## src/hdl/whs64_pkg.sv

```systemverilog
// shared constants, types and helpers of the word stream hash
package whs64_pkg;

	localparam logic [63:0] SEED_VALUE = 64'he3789eb1a9c372c1;
	localparam logic [63:0] WORD_MUL   = 64'd99194853094755497;
	localparam logic [31:0] WORD_MUL_LO = WORD_MUL[31:0];
	localparam logic [31:0] WORD_MUL_HI = WORD_MUL[63:32];
	localparam logic [63:0] ZERO_MUL   = 64'd28657;
	localparam logic [31:0] FULL_MUL   = 32'd514229;
	localparam logic [31:0] QUAD_MUL   = 32'd9369319;
	localparam logic [31:0] PAIR_MUL   = 32'd433494437;
	localparam logic [31:0] BYTE_MUL   = 32'd2971215073;

	localparam int unsigned ZERO_ROT = 7;
	localparam int unsigned FULL_ROT = 14;
	localparam int unsigned QUAD_ROT = 21;
	localparam int unsigned PAIR_ROT = 28;
	localparam int unsigned BYTE_ROT = 35;

	localparam int unsigned QUEUE_DEPTH = 4;
	localparam int unsigned QUEUE_AW    = $clog2(QUEUE_DEPTH);

	// lane 0 carries a full word or the 4-byte piece, lane 1 the 2-byte
	// piece, lane 2 the single byte
	typedef struct packed {
		logic       last;
		logic       zero_fold;
		logic       full_word;
		logic [2:0] lane_en;
	} whs64_ctl_t;

	typedef struct packed {
		whs64_ctl_t  ctl;
		logic [63:0] x0;
		logic [16:0] x1;
		logic [8:0]  x2;
	} whs64_desc_t;

	function automatic logic [63:0] rotl64(input logic [63:0] v, input int unsigned n);
		return (v << n) | (v >> (64 - n));
	endfunction

endpackage

```

## src/hdl/whs64_front.sv

```systemverilog
// front end: takes words, classifies them into fold lanes, feeds the queue
module whs64_front import whs64_pkg::*; (
	input  logic        clk,
	input  logic        arst_n,
	input  logic [63:0] data_word,
	input  logic [3:0]  valid_bytes,
	input  logic        last,
	input  logic        data_valid,
	output logic        data_stall,
	output logic        push,
	output whs64_desc_t push_desc,
	input  logic        q_full
);

	logic        valid_s1;
	whs64_desc_t desc_s1;
	whs64_desc_t desc_c;
	logic        accept;
	logic        full_word;
	logic        zero_word;
	logic [15:0] pair_bytes;
	logic [7:0]  single_byte;

	assign data_stall = valid_s1 && q_full;
	assign accept     = data_valid && !data_stall;
	assign push       = valid_s1 && !q_full;
	assign push_desc  = desc_s1;

	always_comb begin
		// counts of eight and above fold as a whole word
		full_word = !last || valid_bytes[3];
		zero_word = data_word == 64'd0;
		// pair sits after the quad if there is one
		pair_bytes = valid_bytes[2] ? data_word[47:32] : data_word[15:0];
		// single byte sits at the even offset below the count
		unique case (valid_bytes[2:1])
			2'd0:    single_byte = data_word[7:0];
			2'd1:    single_byte = data_word[23:16];
			2'd2:    single_byte = data_word[39:32];
			default: single_byte = data_word[55:48];
		endcase

		desc_c.ctl.last      = last;
		desc_c.ctl.full_word = full_word;
		desc_c.ctl.zero_fold = full_word && zero_word;
		if (full_word) begin
			desc_c.ctl.lane_en = {2'b00, !zero_word};
			desc_c.x0          = data_word;
		end else begin
			desc_c.ctl.lane_en = {valid_bytes[0], valid_bytes[1], valid_bytes[2]};
			desc_c.x0          = 64'({1'b0, data_word[31:0]} + 33'd1);
		end
		desc_c.x1 = {1'b0, pair_bytes} + 17'd1;
		desc_c.x2 = {1'b0, single_byte} + 9'd1;
	end

	always_ff @(posedge clk or negedge arst_n) begin
		if (!arst_n) begin
			valid_s1 <= 1'b0;
		end else if (accept) begin
			valid_s1 <= 1'b1;
		end else if (push) begin
			valid_s1 <= 1'b0;
		end
	end

	always_ff @(posedge clk) begin
		if (accept) begin
			desc_s1 <= desc_c;
		end
	end

endmodule

```

## config.mk

```make
export PLATFORM = sky130hd
export DESIGN_NAME = whs64_front
export DESIGN_NICKNAME = d
export VERILOG_FILES = /design/src/hdl/whs64_pkg.sv /design/src/hdl/whs64_front.sv
export SDC_FILE = /design/constraint.sdc
export NUM_CORES = 1
export LEC_CHECK = 0
export BUFFER_PORTS_ARGS = -buffer_cell sky130_fd_sc_hd__buf_2
export CORE_ASPECT_RATIO = 2
export CORE_MARGIN = 1
export CORE_UTILIZATION = 30
export DETAILED_ROUTE_END_ITERATION = 6
export GPL_TIMING_DRIVEN = 0
export PLACE_DENSITY = 0.56
export SYNTH_ARGS = -nofsm -noshare
export SYNTH_HDL_FRONTEND = slang
export SYNTH_SLANG_ARGS = --single-unit
export TNS_END_PERCENT = 20
```

## constraint.sdc

```tcl
create_clock -name clk -period 5.99 [get_ports clk]
set_input_delay 0 -clock clk [delete_from_list [all_inputs] [get_ports clk]]
set_output_delay 0 -clock clk [all_outputs]
set_load 0.05 [all_outputs]
```

== Word-level counts from Yosys, hierarchy flattened ==
Cells that the tools add are included.

* Bits of input ports: 73
* Word-level logic and storage cells: 31
* Register bits: 97
* Output and inout bits: 98

* Add/sub/neg operators: 3
* Eq/ne operators: 2
* Multiplexer cells: 5
* Reductions and logical operators: 12

{| class="wikitable"
|+ Operators with widths
! cell !! count
|-
| $mux W65 || 1
|-
| $logic_not A64 Y1 || 1
|-
| $add A32 B1 Y33 const B || 1
|-
| $pmux W8 S3 || 1
|-
| $add A16 B1 Y17 const B || 1
|-
| $mux W16 || 1
|-
| $add A8 B1 Y9 const B || 1
|-
| $logic_and A1 B1 Y1 || 4
|-
| $logic_not A1 Y1 || 4
|-
| $eq A2 B1 Y1 const B || 1
|-
| $eq A2 B2 Y1 const B || 1
|-
| $logic_not A2 Y1 || 1
|-
| $mux W1 || 2
|-
| $reduce_bool A2 Y1 || 1
|-
| $logic_or A1 B1 Y1 || 1
|}

== Depth between registers and ports, before layout ==
* Word-level depth: 4
* Depth in mapped cells: 12
* Mapped depth without buffers: 9

== Worst setup path after synthesis ==
No wires, ideal clock.

* Path kind: reg-to-reg
* Start point: register valid_s1
* End point: register desc_s1, in the netlist push_desc[0], enable pin
* Cell stages (with the launch flop): 3
* Period minus slack after synthesis: 5.518 ns
* Path buffers: 0
* Arrival time: 4.957 ns
* Data required time: 5.429 ns
* Setup time: 0.561 ns
* Setup slack: 0.472 ns
* Cells stage by stage: dfrtp_1 > and2_1 > nor2b_1

* Cells in the longest elaborated chain, start to end: 3

{| class="wikitable"
|+ Ends and longest elaborated chain
! element !! RTL line !! RTL
|-
| start: declaration || whs64_front.sv:15 || <nowiki>logic valid_s1;</nowiki>
|-
| start signal: assignment || whs64_front.sv:59 || <nowiki>valid_s1 <= 1'b0;</nowiki>
|-
| start signal: assignment || whs64_front.sv:61 || <nowiki>valid_s1 <= 1'b1;</nowiki>
|-
| start signal: assignment || whs64_front.sv:63 || <nowiki>valid_s1 <= 1'b0;</nowiki>
|-
| $logic_and A1 B1 Y1 || whs64_front.sv:24 || <nowiki>assign data_stall = valid_s1 && q_full;</nowiki>
|-
| via data_stall || whs64_front.sv:9 || <nowiki>output logic data_stall,</nowiki>
|-
| $logic_not A1 Y1 || whs64_front.sv:25 || <nowiki>assign accept = data_valid && !data_stall;</nowiki>
|-
| $logic_and A1 B1 Y1 || whs64_front.sv:25 ||
|-
| via accept || whs64_front.sv:18 || <nowiki>logic accept;</nowiki>
|-
| end signal: assignment || whs64_front.sv:69 || <nowiki>desc_s1 <= desc_c;</nowiki>
|-
| end: declaration || whs64_front.sv:16 || <nowiki>whs64_desc_t desc_s1;</nowiki>
|}

The timed path passes the listed nets, and every way through them passes these cells.
A chain may end at the register's enable or synchronous reset.

==> out/results.txt <==
Fin crit period -> 2473 ps
Length of the first detailed-routing pass in iterations -> 4
Min-Delay Startpoint -> data_word[41]
Grt total ovfl -> 0
Cell area after layout -> 0.006745 sq mm
Std cell rows -> 66
Outcome -> complete, no violations
Startpoint of the lowest-slack register-to-register path -> valid_s1
Most area-hungry cell type in the Yosys netlist -> sky130_fd_sc_hd__edfxtp_1
Vias per std cell -> 4.789
Ys Warns -> 0
Total number of vias -> 3817
Average wire per standard cell -> 19.02 um
Slew at the pin closest to its max-slew limit -> 685.8 ps
TritonCTS sink count -> 97
I/O Buffers -> 160
Async S/R FF share, synth -> 1.031%
Clock Tree Buf Depth -> 2
Pre-CTS setup slack -> 3167 ps
Ordered list of cells on the worst path -> buf_4, buf_2, buf_1, nand2_1, o21a_1, inv_1, ha_1, nand4_1, a22oi_4, nand2_2, o21ai_0, o32ai_1
GRT Util Overall -> 18.10%
Mean instance size in the synthesized netlist -> 12.95 sq um
Leakage -> 2.723 nW
Sequential power share -> 43.7%
Wire length of the first global-routing pass -> 22580 um
Count of mapped cells out of synthesis -> 386
Core occupancy in the finished layout -> 41.46%
Number of buffers inserted by post-CTS setup repair -> 0
Hold Slack -> 11.52 ps
Number of remaining DRC errors -> 0
Root buffer cell -> sky130_fd_sc_hd__clkbuf_16
FMAX -> 404.4 MHz
Netlist cell types -> 48
Top FF cell, synth -> sky130_fd_sc_hd__edfxtp_1
Power spent charging and discharging nets -> 0.5363 mW
Resized Gates After CTS -> 0
Vias in the first global route -> 3985
Clock-pin slew on the worst setup and hold paths -> 70 ps
Fraction of final layout cells sized beyond drive strength 1 -> 36.93%
Worst EP arrival -> 2550 ps
Type of the tightest min-delay check -> in -> reg
Layout Cells excl Fill -> 797
Skew final -> 5.644 ps
Share of Yosys cell area claimed by the top area cell type -> 57.66%
Worst max-slew margin expressed relative to the limit -> 53.86%
Clock latency on the worst-skew pair -> 350 ps
Netlist area before placement -> 0.005000 sq mm
Total of flip-flops plus latches after synthesis -> 97
TritonCTS clock tree -> done
IO Count -> 171
Setup TNS -> 0 ps
Biggest area contributors in the synthesized netlist -> sky130_fd_sc_hd__edfxtp_1 58%, sky130_fd_sc_hd__xor2_1 4.9%, sky130_fd_sc_hd__and2_1 4.8%
Number of H-tree levels -> 3
Worst-case vdd ir drop -> 0.1575 mV
Final setup violation count -> 0
Final net count -> 665
Largest fanout of any net on the critical path -> 10
Effective utilization at floorplan -> 30.73%
Max-cap violation count -> 0
Final weighted congestion in routability-driven placement -> 0.8419
Number of DRC markers after the initial detailed-route iteration -> 143
Combinational share of power -> 20.6%
Layout fillers -> 1569
Clock network fraction of total power -> 35.7%
Total power -> 1.855 mW
Placement Cell Area -> 0.006123 sq mm
Std-Cell Core Area -> 0.01627 sq mm
Buf+Inv Stages, Crit Path -> 4
Worst path setup slack after routing -> 3517 ps
Antenna violations before repair -> 0
Number of slew-limit violations in the final report -> 0
Fraction of power spent switching nets -> 28.92%
Die Footprint -> 0.01722 sq mm
Clock buffer count from CTS -> 9
Data required time at the worst endpoint -> 6070 ps
Total half-perimeter wirelength after legalization and detailed placement -> 12020 um
Die outline height -> 184.6 um
Relative area change from synthesis to final layout -> 34.91%
Final cycle utilization of the critical path -> 41.28%
Share of synthesized area occupied by flip-flops and latches -> 58.16%
Type of the worst setup path -> in -> reg
Element type at the critical path start -> primary input
Total placed cells including tap cells -> 753
Detail Route Antenna Nets -> 0
Areal power density over the cells -> 274.9 mW/mm^2
Crit path max-delay family -> buffers and inverters
Worst setup EP type -> flop
Count of flip-flops with a built-in enable after synthesis -> 96
Critical Path Start -> valid_bytes[2]
Cell with the largest stage delay on the worst path -> sky130_fd_sc_hd__buf_1
Hold Buf Count CTS -> 28
Die Span X -> 93.29 um
Internal Dissipation -> 1.318 mW
Hold violation total from the final report -> 0
Unrepaired setup endpoints after global routing -> false
Delay of the slowest cell on the worst path -> 530 ps
Syn nets -> 463
Maximum number of pins on one net before global-route repair -> 34
Wirelength, routed -> 15160 um
Number of antenna diodes -> 0
[synth_stat cells, drive strengths merged, types with 2 or more instances]
cell    instances
nand3          23
nand4b          3
nor3            7
mux4            8
edfxtp         96
ha              4
buf            15
xor2           28
and4            5
a31oi           2
and2           38
nand4           7
inv             6
o21ai           5
mux2i          12
a221oi          2
xnor2          23
nand3b          4
nor2           19
clkbuf          3
and3            5
nand2          39
nor4           16
nor2b           3
[placed cells by master, fill, tap and decap left out, types with 6 or more instances in the layout]
cell / instances
sky130_fd_sc_hd__nor4_1: 16
sky130_fd_sc_hd__nand3_1: 21
sky130_fd_sc_hd__nand4_1: 6
sky130_fd_sc_hd__nor2_1: 19
sky130_fd_sc_hd__clkbuf_16: 9
sky130_fd_sc_hd__nand2_1: 37
sky130_fd_sc_hd__edfxtp_1: 96
sky130_fd_sc_hd__buf_2: 170
sky130_fd_sc_hd__mux4_2: 8
sky130_fd_sc_hd__xnor2_1: 23
sky130_fd_sc_hd__dlygate4sd3_1: 28
sky130_fd_sc_hd__and2_1: 38
sky130_fd_sc_hd__xor2_1: 28
sky130_fd_sc_hd__mux2i_1: 12
[logic make-up (layout without fill, tap and decap cells)]
kind of cell | count (synthesis) | count (layout) | share of synthesized area (%)
muxes | 21 | 21 | 6.231
adders and majority gates | 4 | 4 | 1.001
xor gates and xnor gates | 51 | 51 | 8.934
AOI/OAI and AO/OA | 14 | 14 | 2.653
DFF | 97 | 97 | 58.16
buffers and inverters | 24 | 231 | 2.502
and+or+nand+nor | 175 | 175 | 20.52
[path summary, 6_finish.rpt]
path	depth (start not counted)	to	slack [ps]
max	12	push_desc[21]	3520
min	2	push_desc[67]	10
max reg2reg	5	push_desc[56]	4030
min reg2reg	2	valid_s1	700
max in group asynchronous	3	valid_s1	5420
min in group asynchronous	3	valid_s1	470
[power groups by stage]
stage | clock, mW | combinational, mW | sequential, mW
2_1_floorplan | 0 | 0.106 | 0.973
3_3_place_gp | 0 | 0.358 | 0.832
3_5_place_dp | 0 | 0.370 | 0.825
4_1_cts | 0.677 | 0.386 | 0.811
5_1_grt | 0.700 | 0.405 | 0.813
6_report | 0.663 | 0.382 | 0.810
[registers in the layout (all words and copies together) (netlist names)]
name,cells
push_desc,96
valid_s1,1
[layout make-up]
| class | count | area [sq um] | area share (%) |
|---|---|---|---|
| Inverter | 6 | 22.52 | 0.3339 |
| Sequential cell | 97 | 2908 | 43.11 |
| Tap cell | 204 | 255.2 | 3.784 |
| Buffer | 18 | 102.6 | 1.521 |
| Multi-Input combinational cell | 265 | 1974 | 29.27 |
| Timing Repair Buffer | 191 | 1141 | 16.92 |
| Clock inverter | 7 | 116.4 | 1.725 |
| Clock buffer | 9 | 225.2 | 3.339 |
[routing by layer]
layer | track usage, % | vias up | routed length [um]
li1 | - | 1826 | -
met1 | 18.49 | 1821 | 5315
met2 | 33.62 | 133 | 8394
met3 | 2.351 | 37 | 625
met4 | 11.82 | 0 | 826
met5 | 0 | - | 0
(Power assumes the default switching activity.)
