==> config.mk <==
export PLATFORM = sky130hd
export DESIGN_NAME = whs64_queue
export DESIGN_NICKNAME = d
export VERILOG_FILES = /design/src/hdl/whs64_pkg.sv /design/src/hdl/whs64_queue.sv
export SDC_FILE = /design/constraint.sdc
export NUM_CORES = 1
export LEC_CHECK = 0
export CAP_MARGIN = 40
export CELL_PAD_IN_SITES_DETAIL_PLACEMENT = 0
export CELL_PAD_IN_SITES_GLOBAL_PLACEMENT = 1
export CORE_MARGIN = 1.5
export CORE_UTILIZATION = 44
export DETAILED_ROUTE_END_ITERATION = 7
export DONT_BUFFER_PORTS = 1
export PLACE_DENSITY_LB_ADDON = 0.1
export SLEW_MARGIN = 0
export SYNTH_ARGS = -nofsm -noshare
export SYNTH_HDL_FRONTEND = slang
export SYNTH_SLANG_ARGS = --single-unit
==> constraint.sdc <==
create_clock -name clk -period 4 [get_ports clk]
set_input_delay 1.2 -clock clk [delete_from_list [all_inputs] [get_ports clk]]
set_output_delay 1.2 -clock clk [all_outputs]
set_load 0.1 [all_outputs]
==> src/hdl/whs64_pkg.sv <==
// shared constants, types and helpers of the word stream hash
package whs64_pkg;

	localparam logic [63:0] SEED_VALUE = 64'he3789eb1a9c372c1;
	localparam logic [63:0] WORD_MUL   = 64'd99194853094755497;
	localparam logic [31:0] WORD_MUL_LO = WORD_MUL[31:0];
	localparam logic [31:0] WORD_MUL_HI = WORD_MUL[63:32];
	localparam logic [63:0] ZERO_MUL   = 64'd28657;
	localparam logic [31:0] FULL_MUL   = 32'd514229;
	localparam logic [31:0] QUAD_MUL   = 32'd9369319;
	localparam logic [31:0] PAIR_MUL   = 32'd433494437;
	localparam logic [31:0] BYTE_MUL   = 32'd2971215073;

	localparam int unsigned ZERO_ROT = 7;
	localparam int unsigned FULL_ROT = 14;
	localparam int unsigned QUAD_ROT = 21;
	localparam int unsigned PAIR_ROT = 28;
	localparam int unsigned BYTE_ROT = 35;

	localparam int unsigned QUEUE_DEPTH = 4;
	localparam int unsigned QUEUE_AW    = $clog2(QUEUE_DEPTH);

	// lane 0 carries a full word or the 4-byte piece, lane 1 the 2-byte
	// piece, lane 2 the single byte
	typedef struct packed {
		logic       last;
		logic       zero_fold;
		logic       full_word;
		logic [2:0] lane_en;
	} whs64_ctl_t;

	typedef struct packed {
		whs64_ctl_t  ctl;
		logic [63:0] x0;
		logic [16:0] x1;
		logic [8:0]  x2;
	} whs64_desc_t;

	function automatic logic [63:0] rotl64(input logic [63:0] v, input int unsigned n);
		return (v << n) | (v >> (64 - n));
	endfunction

endpackage

==> src/hdl/whs64_queue.sv <==
// short fifo of classified words between front and back
module whs64_queue import whs64_pkg::*; (
	input  logic        clk,
	input  logic        arst_n,
	input  logic        push,
	input  whs64_desc_t push_desc,
	output logic        full,
	input  logic        pop,
	output logic        valid,
	output whs64_desc_t pop_desc
);

	whs64_desc_t         entry_q [QUEUE_DEPTH];
	logic [QUEUE_AW-1:0] wr_ptr_q;
	logic [QUEUE_AW-1:0] rd_ptr_q;
	logic [QUEUE_AW:0]   count_q;

	assign full     = count_q == (QUEUE_AW + 1)'(QUEUE_DEPTH);
	assign valid    = count_q != '0;
	assign pop_desc = entry_q[rd_ptr_q];

	always_ff @(posedge clk or negedge arst_n) begin
		if (!arst_n) begin
			wr_ptr_q <= '0;
			rd_ptr_q <= '0;
			count_q  <= '0;
		end else begin
			if (push) begin
				wr_ptr_q <= wr_ptr_q + 1'b1;
			end
			if (pop) begin
				rd_ptr_q <= rd_ptr_q + 1'b1;
			end
			if (push && !pop) begin
				count_q <= count_q + 1'b1;
			end else if (pop && !push) begin
				count_q <= count_q - 1'b1;
			end
		end
	end

	always_ff @(posedge clk) begin
		if (push) begin
			entry_q[wr_ptr_q] <= push_desc;
		end
	end

endmodule

# Word level (Yosys, flattened, before mapping)
# Memory sizes are Yosys's and may differ from the RTL's.
# Index checks and enable logic that the tools add are counted.
# classes
reduce_logical,6
addsub,4
eq_ne,1
muxes,4
# ops
operator,count
two-way mux 3 bit,2
adder 2 x 1 -> 2 bit (second input constant),2
adder 3 x 1 -> 3 bit (second input constant),1
== test 3 bit (second input constant),1
nonzero test 3 bit,1
subtractor 3 x 1 -> 3 bit (second input constant),1
logical AND 1 bit,2
zero test 1 bit,2
two-way mux 1 bit,2
nonzero test 2 bit,1
# totals
ff_bits,7
in_bits,100
word_cells,19
mem_bits_rw,384
n_memories,1
# memory_table
name,words,word_bits,rd,rd_clocked_by_memory_dff,wr,line_no,text
entry_q,4,96,1,0,1,whs64_queue.sv:13,whs64_desc_t entry_q [QUEUE_DEPTH];

# Longest topological paths before layout
# Gate-level depths: netlist (run 1).
# depth
ltp_word,4
ltp_mapped,7
mapped_depth_nobuf,7

# Least setup slack after synthesis (run 1)
# OpenSTA, ideal clock, no wires.
# synth_timing
path_type,input -> register
from,in push
to,mem entry_q[1][0] (netlist name) (enable)
path_slack_ns,0.115
setup_time_ns,0.465
arrival_time_ns,3.420
path_stages,1
path_cell_list,and2_1
# synth_via
elab_chain_len,2
# synth_rtl
item,line_no,text
start: declaration,whs64_queue.sv:5,"input logic push,"
two-way mux 1 bit,whs64_queue.sv:43,if (push) begin
two-way mux 1 bit (implied by the code),whs64_queue.sv:44,entry_q[wr_ptr_q] <= push_desc;
end: declaration,whs64_queue.sv:13,
# Every way passes these cells.

==> results of run 1 <==
routing by layer:
layer  GRT usage  up-vias
li1            -     2369
met1      0.1742     2913
met2      0.2579      163
met3     0.06354       37
met4     0.03967        0
met5           0        -
synthesized netlist by cell type:
cell type  count  area [um2]
buf_6          3       33.78
o21ai_0        1       5.000
nor3b_1        1       7.510
mux4_2        96        2162
or3_1          1       6.260
clkbuf_1       5       18.77
buf_12         1       20.02
inv_1          4       15.01
and2_1         4       25.02
xnor2_1        2       17.52
buf_2         12       60.06
ha_1           5       62.56
nand2_1        2       7.510
fa_1           1       20.02
xor2_1         4       35.03
edfxtp_1     384       11530
nor2_1         1       3.750
buf_4          1       7.510
mux2_2         1       11.26
dfrtp_1        7       175.2
cell type report:
type                    count  area (um2)
multi-input cells         119        2379
clock buffers              44        1037
clock inverters            23       270.3
well taps                 402       503.0
inverters                   4       15.01
repair buffers             15       225.2
fillers                  2479       15570
flip-flops and latches    391       11710
path summary, 6_finish.rpt:
path / startpoint / end / slack [ps]
max: rd_ptr_q[0] / pop_desc[43] / 300
min: arst_n / count_q[0] / 370
max reg2reg: wr_ptr_q[0] / entry_q[0][85] / 2030
min reg2reg: count_q[2] / count_q[2] / 490
max in group asynchronous: arst_n / rd_ptr_q[1] / 3550
min in group clk: count_q[2] / count_q[2] / 490
cell usage in the layout, fill, tap and decap left out:
master and count:
dfrtp_4 2, mux2_2 1, fa_1 1, and2_4 4, o21ai_0 1, xor2_1 4, bufinv_16 6, clkbuf_16 42
clkbuf_1 3, xnor2_1 2, buf_8 1, buf_4 6, nor3b_2 1, clkinv_2 8, buf_12 7, edfxtp_1 384
nand2_1 2, clkinvlp_4 3, clkinv_4 1, ha_1 5, dfrtp_1 5, or3_1 1, inv_1 4, mux4_2 96
nor2_1 1, clkinv_1 5
flip-flops by register name (all words and copies together), names as in the netlist:
name and flops:
wr_ptr_q 2, entry_q 384, count_q 3, rd_ptr_q 2
worst max-delay path: cells and delay by family (launching register included):
family / cells / cell delay [ps]
buffers and inverters: 1 / 370
DFF: 1 / 680
muxes: 1 / 850
stage by stage:
step / area (um2) / setup WS, ps / cells / hold slack [ps]
2_1_floorplan: 14220 / 115.1 / 536 / 449.1
3_3_place_gp: 14820 / 809.3 / 930 / 466.7
3_5_place_dp: 14840 / 799.3 / 931 / 482.6
4_1_cts: 16140 / 231.7 / 998 / 344.2
5_1_grt: 16140 / 138.3 / 998 / 338.3
6_report: 16140 / 303.9 / 998 / 371.4
kinds of logic (layout without fill, tap and decap cells):
family / after synthesis / count (layout) / share of synthesized area
xor gates and xnor gates: 6 / 6 / 0.003694
adders and majority gates: 6 / 6 / 0.005805
AOI/OAI and AO/OA: 1 / 1 / 0.0003515
muxes: 97 / 97 / 0.1528
DFF: 391 / 391 / 0.8229
buffers and inverters: 26 / 86 / 0.01091
and+or+nand+nor: 9 / 9 / 0.003518
==> reports/metrics.yaml, run 1 <==
dieArea_mm2: 0.03342
worstPathArrival_ps: 2500
synthesis.nets: 642
setup_viol: 0
cts_sinks: 391
insertion_delay_ps: 520
cp-end-kind: "output pin"
cts_buffers: 40
hold_buffers: 0
synth_cell_type_count: 20
port_buffers: 0
dieWidth_um: 182.8
fin_worst_skew_ps: 17.65
tightestPinTransition_ps: 625.1
ant_nets: 0
hold_path.class: "input pin to async pin"
grt_overflow: 0
finalSetupTns_ps: 0
cts_setup_buffers: 0
seq_area_frac_synth: 0.8229
path_cells: "buf_12, mux4_2"
cp_slowest_cell: "mux4_2"
fmax_mhz: 270.6
m1WireLength_um: 8964
syn_inst: 536
worstSetupStartpointType: "flop"
htree_levels: 2
core_mm2: 0.03172
wl_met3_um: 2479
avgSynthCellArea_um2: 26.54
grt_pass1_vias: 6030
clk_pin_slew_ps: 60
drt_iter0_drc: 313
relSlewSlack: 0.5832
drtPass1Iterations: 4
max_cap_viol_count: 0
syn-cell-area_mm2: 0.01422
avgRoutedWirePerCell_um: 24.57
r2r_cells: 4
crit_fanout: 43
worst_ep_required_time_ps: 2800
cts_resized: 0
grt_pass1_wl_um: 37080
n_antenna_cell: 0
routed.top_layer: "met4"
post-dp-hpwl_um: 14660
detail_route.vias_per_cell: 5.493
drv_slew: 0
hold_violations: 0
period_needed_ps: 3696
route.met2.wl_um: 12630
cp_slowest_stage_delay_ps: 850
final_util: 0.5090
synth_seq_cells: 391
num-nets-final: 677
io_pins: 198
gp_congestion: 0.7093
root_buffer: "clkbuf_16"
grt_usage: 0.1502
grt_max_degree: 49
period_share: 0.9240
drive_above_1_share: 0.2987
antenna_found_initial: 0
syn2layout_area_growth_pct: 13.48
drc: 0
yosysWarnings: 0
rsz0062_at_grt: "no"
wl_um: 24520
criticalPathCategory: "flop to output pin"
via_count: 5482
clockBufferDepth: 3
initial_utilization: 0.4485
outcome: "finished clean"
cts_tree: "built"
rows: 65
die_y_um: 182.8
Power of run 1 is not shown: default switching activity piles up to over one toggle a cycle in this logic, so the estimate is an artifact.
==> run 2, diff against run 1 <==
- RECOVER_POWER: default -> 50
==> run 2 against run 1 <==
Net effect:
- the run now ends with max-capacitance violations, max-slew violations left
- critical path depth stayed put
- global-route usage stayed put
- hold slack better by 1.3 ps
- flip-flop and latch count stayed put
- setup slack hardly changed
- clock skew is 1.1 ps lower
- non-clock buffer count stayed put
==> reports/metrics.yaml, run 2 (synthesis results as in run 1) <==
drive_above_1_share: 0.2953
insertion_delay_ps: 520
nFillCells: 2479
relSlewSlack: -0.3263
crit_fanout: 43
dieWidth_um: 182.8
grt_overflow: 0
cts_tree: "built"
cts_setup_buffers: 0
top_regs: "entry_q: 384 flops, count_q: 3 flops"
wl_met3_um: 2421
num-nets-final: 677
hold_violations: 0
criticalPathCategory: "flop to output pin"
setup_viol: 0
finalSetupTns_ps: 0
route.met2.wl_um: 12590
cts_buffers: 40
avgRoutedWirePerCell_um: 24.59
layout.cells.most_common: "edfxtp_1"
io_pins: 198
fin_worst_skew_ps: 16.57
dieArea_mm2: 0.03342
via_count: 5487
routed.top_layer: "met4"
initial_utilization: 0.4485
syn2layout_area_growth_pct: 13.45
drt_iter0_drc: 312
drtPass1Iterations: 4
antenna_found_initial: 0
grt_usage: 0.1502
wl_um: 24540
period_needed_ps: 3696
r2r_slack_ps: 900
rr_startpoint: "wr_ptr_q[0]"
post-dp-hpwl_um: 14660
outcome: "complete, but fails checks"
fmax_mhz: 270.6
port_buffers: 0
m1WireLength_um: 9082
clockBufferDepth: 3
cts_resized: 0
mostFrequentLayoutCells: "384 x edfxtp_1, 96 x mux4_2, 42 x clkbuf_16"
worst_ep_required_time_ps: 2800
cts_sinks: 391
max_cap_viol_count: 2
grt_max_degree: 49
worstSetupStartpointType: "flop"
cp-end-kind: "output pin"
finalNonFillerCells: 998
root_buffer: "clkbuf_16"
hold_path.class: "input pin to async pin"
detail_route.vias_per_cell: 5.498
dp.cells: 931
rows: 65
htree_levels: 2
gp_congestion: 0.7093
tightestPinTransition_ps: 1988
ant_nets: 0
drv_slew: 50
rsz0062_at_grt: "no"
drc: 0
clk_pin_slew_ps: 60
n_antenna_cell: 0
grt_pass1_vias: 6030
grt_pass1_wl_um: 37080
core_mm2: 0.03172
hold_buffers: 0
r2r-end: "entry_q[2][62]"
failed_checks: "max-capacitance violations, max-slew violations"
period_share: 0.9240
worstPathArrival_ps: 2500
largest_reg_flops: 384
top_register: "entry_q"
die_y_um: 182.8
r2r_cells: 4
run 2: cell count changes in the layout (fill, tap and decap cells not counted):
cell,before,now
and2_4,4,2
and2_0,0,2
run 2: through the flow:
step                        util  hold WS, ps  setup slack, ps  cell area (um2)
final                     0.5088        372.8            304.2            16140
after global routing      0.5088        338.3            138.3            16140
after CTS                 0.5090        344.2            231.7            16140
after detailed placement  0.4677        482.6            799.3            14840
after global placement    0.4673        466.7            809.3            14820
after floorplan                -        449.1            115.1            14220
run 2: worst max path at each step:
stage           startpoint            end  depth (start not counted)
6_report       rd_ptr_q[0]   pop_desc[43]                          2
2_1_floorplan         push  entry_q[1][0]                          1
5_1_grt        rd_ptr_q[0]   pop_desc[43]                          2
3_5_place_dp   rd_ptr_q[0]   pop_desc[43]                          2
3_3_place_gp   rd_ptr_q[0]   pop_desc[43]                          2
4_1_cts        rd_ptr_q[0]   pop_desc[43]                          2
run 2: worst max-delay path, cell delays in order (launching register included):
cell	delay, ps
dfrtp_4	680
buf_12	370
mux4_2	850
run 2: layout make-up:
| cell class | count | area, um2 | area share |
|---|---|---|---|
| clock buffers | 44 | 1037 | 0.06427 |
| clock inverters | 23 | 270.3 | 0.01675 |
| inverters | 4 | 15.01 | 0.0009304 |
| multi-input cells | 119 | 2374 | 0.1471 |
| flip-flops and latches | 391 | 11710 | 0.7258 |
| well taps | 402 | 503.0 | 0.03117 |
| repair buffers | 15 | 225.2 | 0.01396 |
run 2: layer usage:
| metal | track usage | vias to the layer above |
|---|---|---|
| li1 | - | 2369 |
| met4 | 0.03967 | 0 |
| met1 | 0.1742 | 2924 |
| met2 | 0.2579 | 156 |
| met3 | 0.06354 | 38 |
| met5 | 0 | - |
Power of run 2 is left out for the same reason.
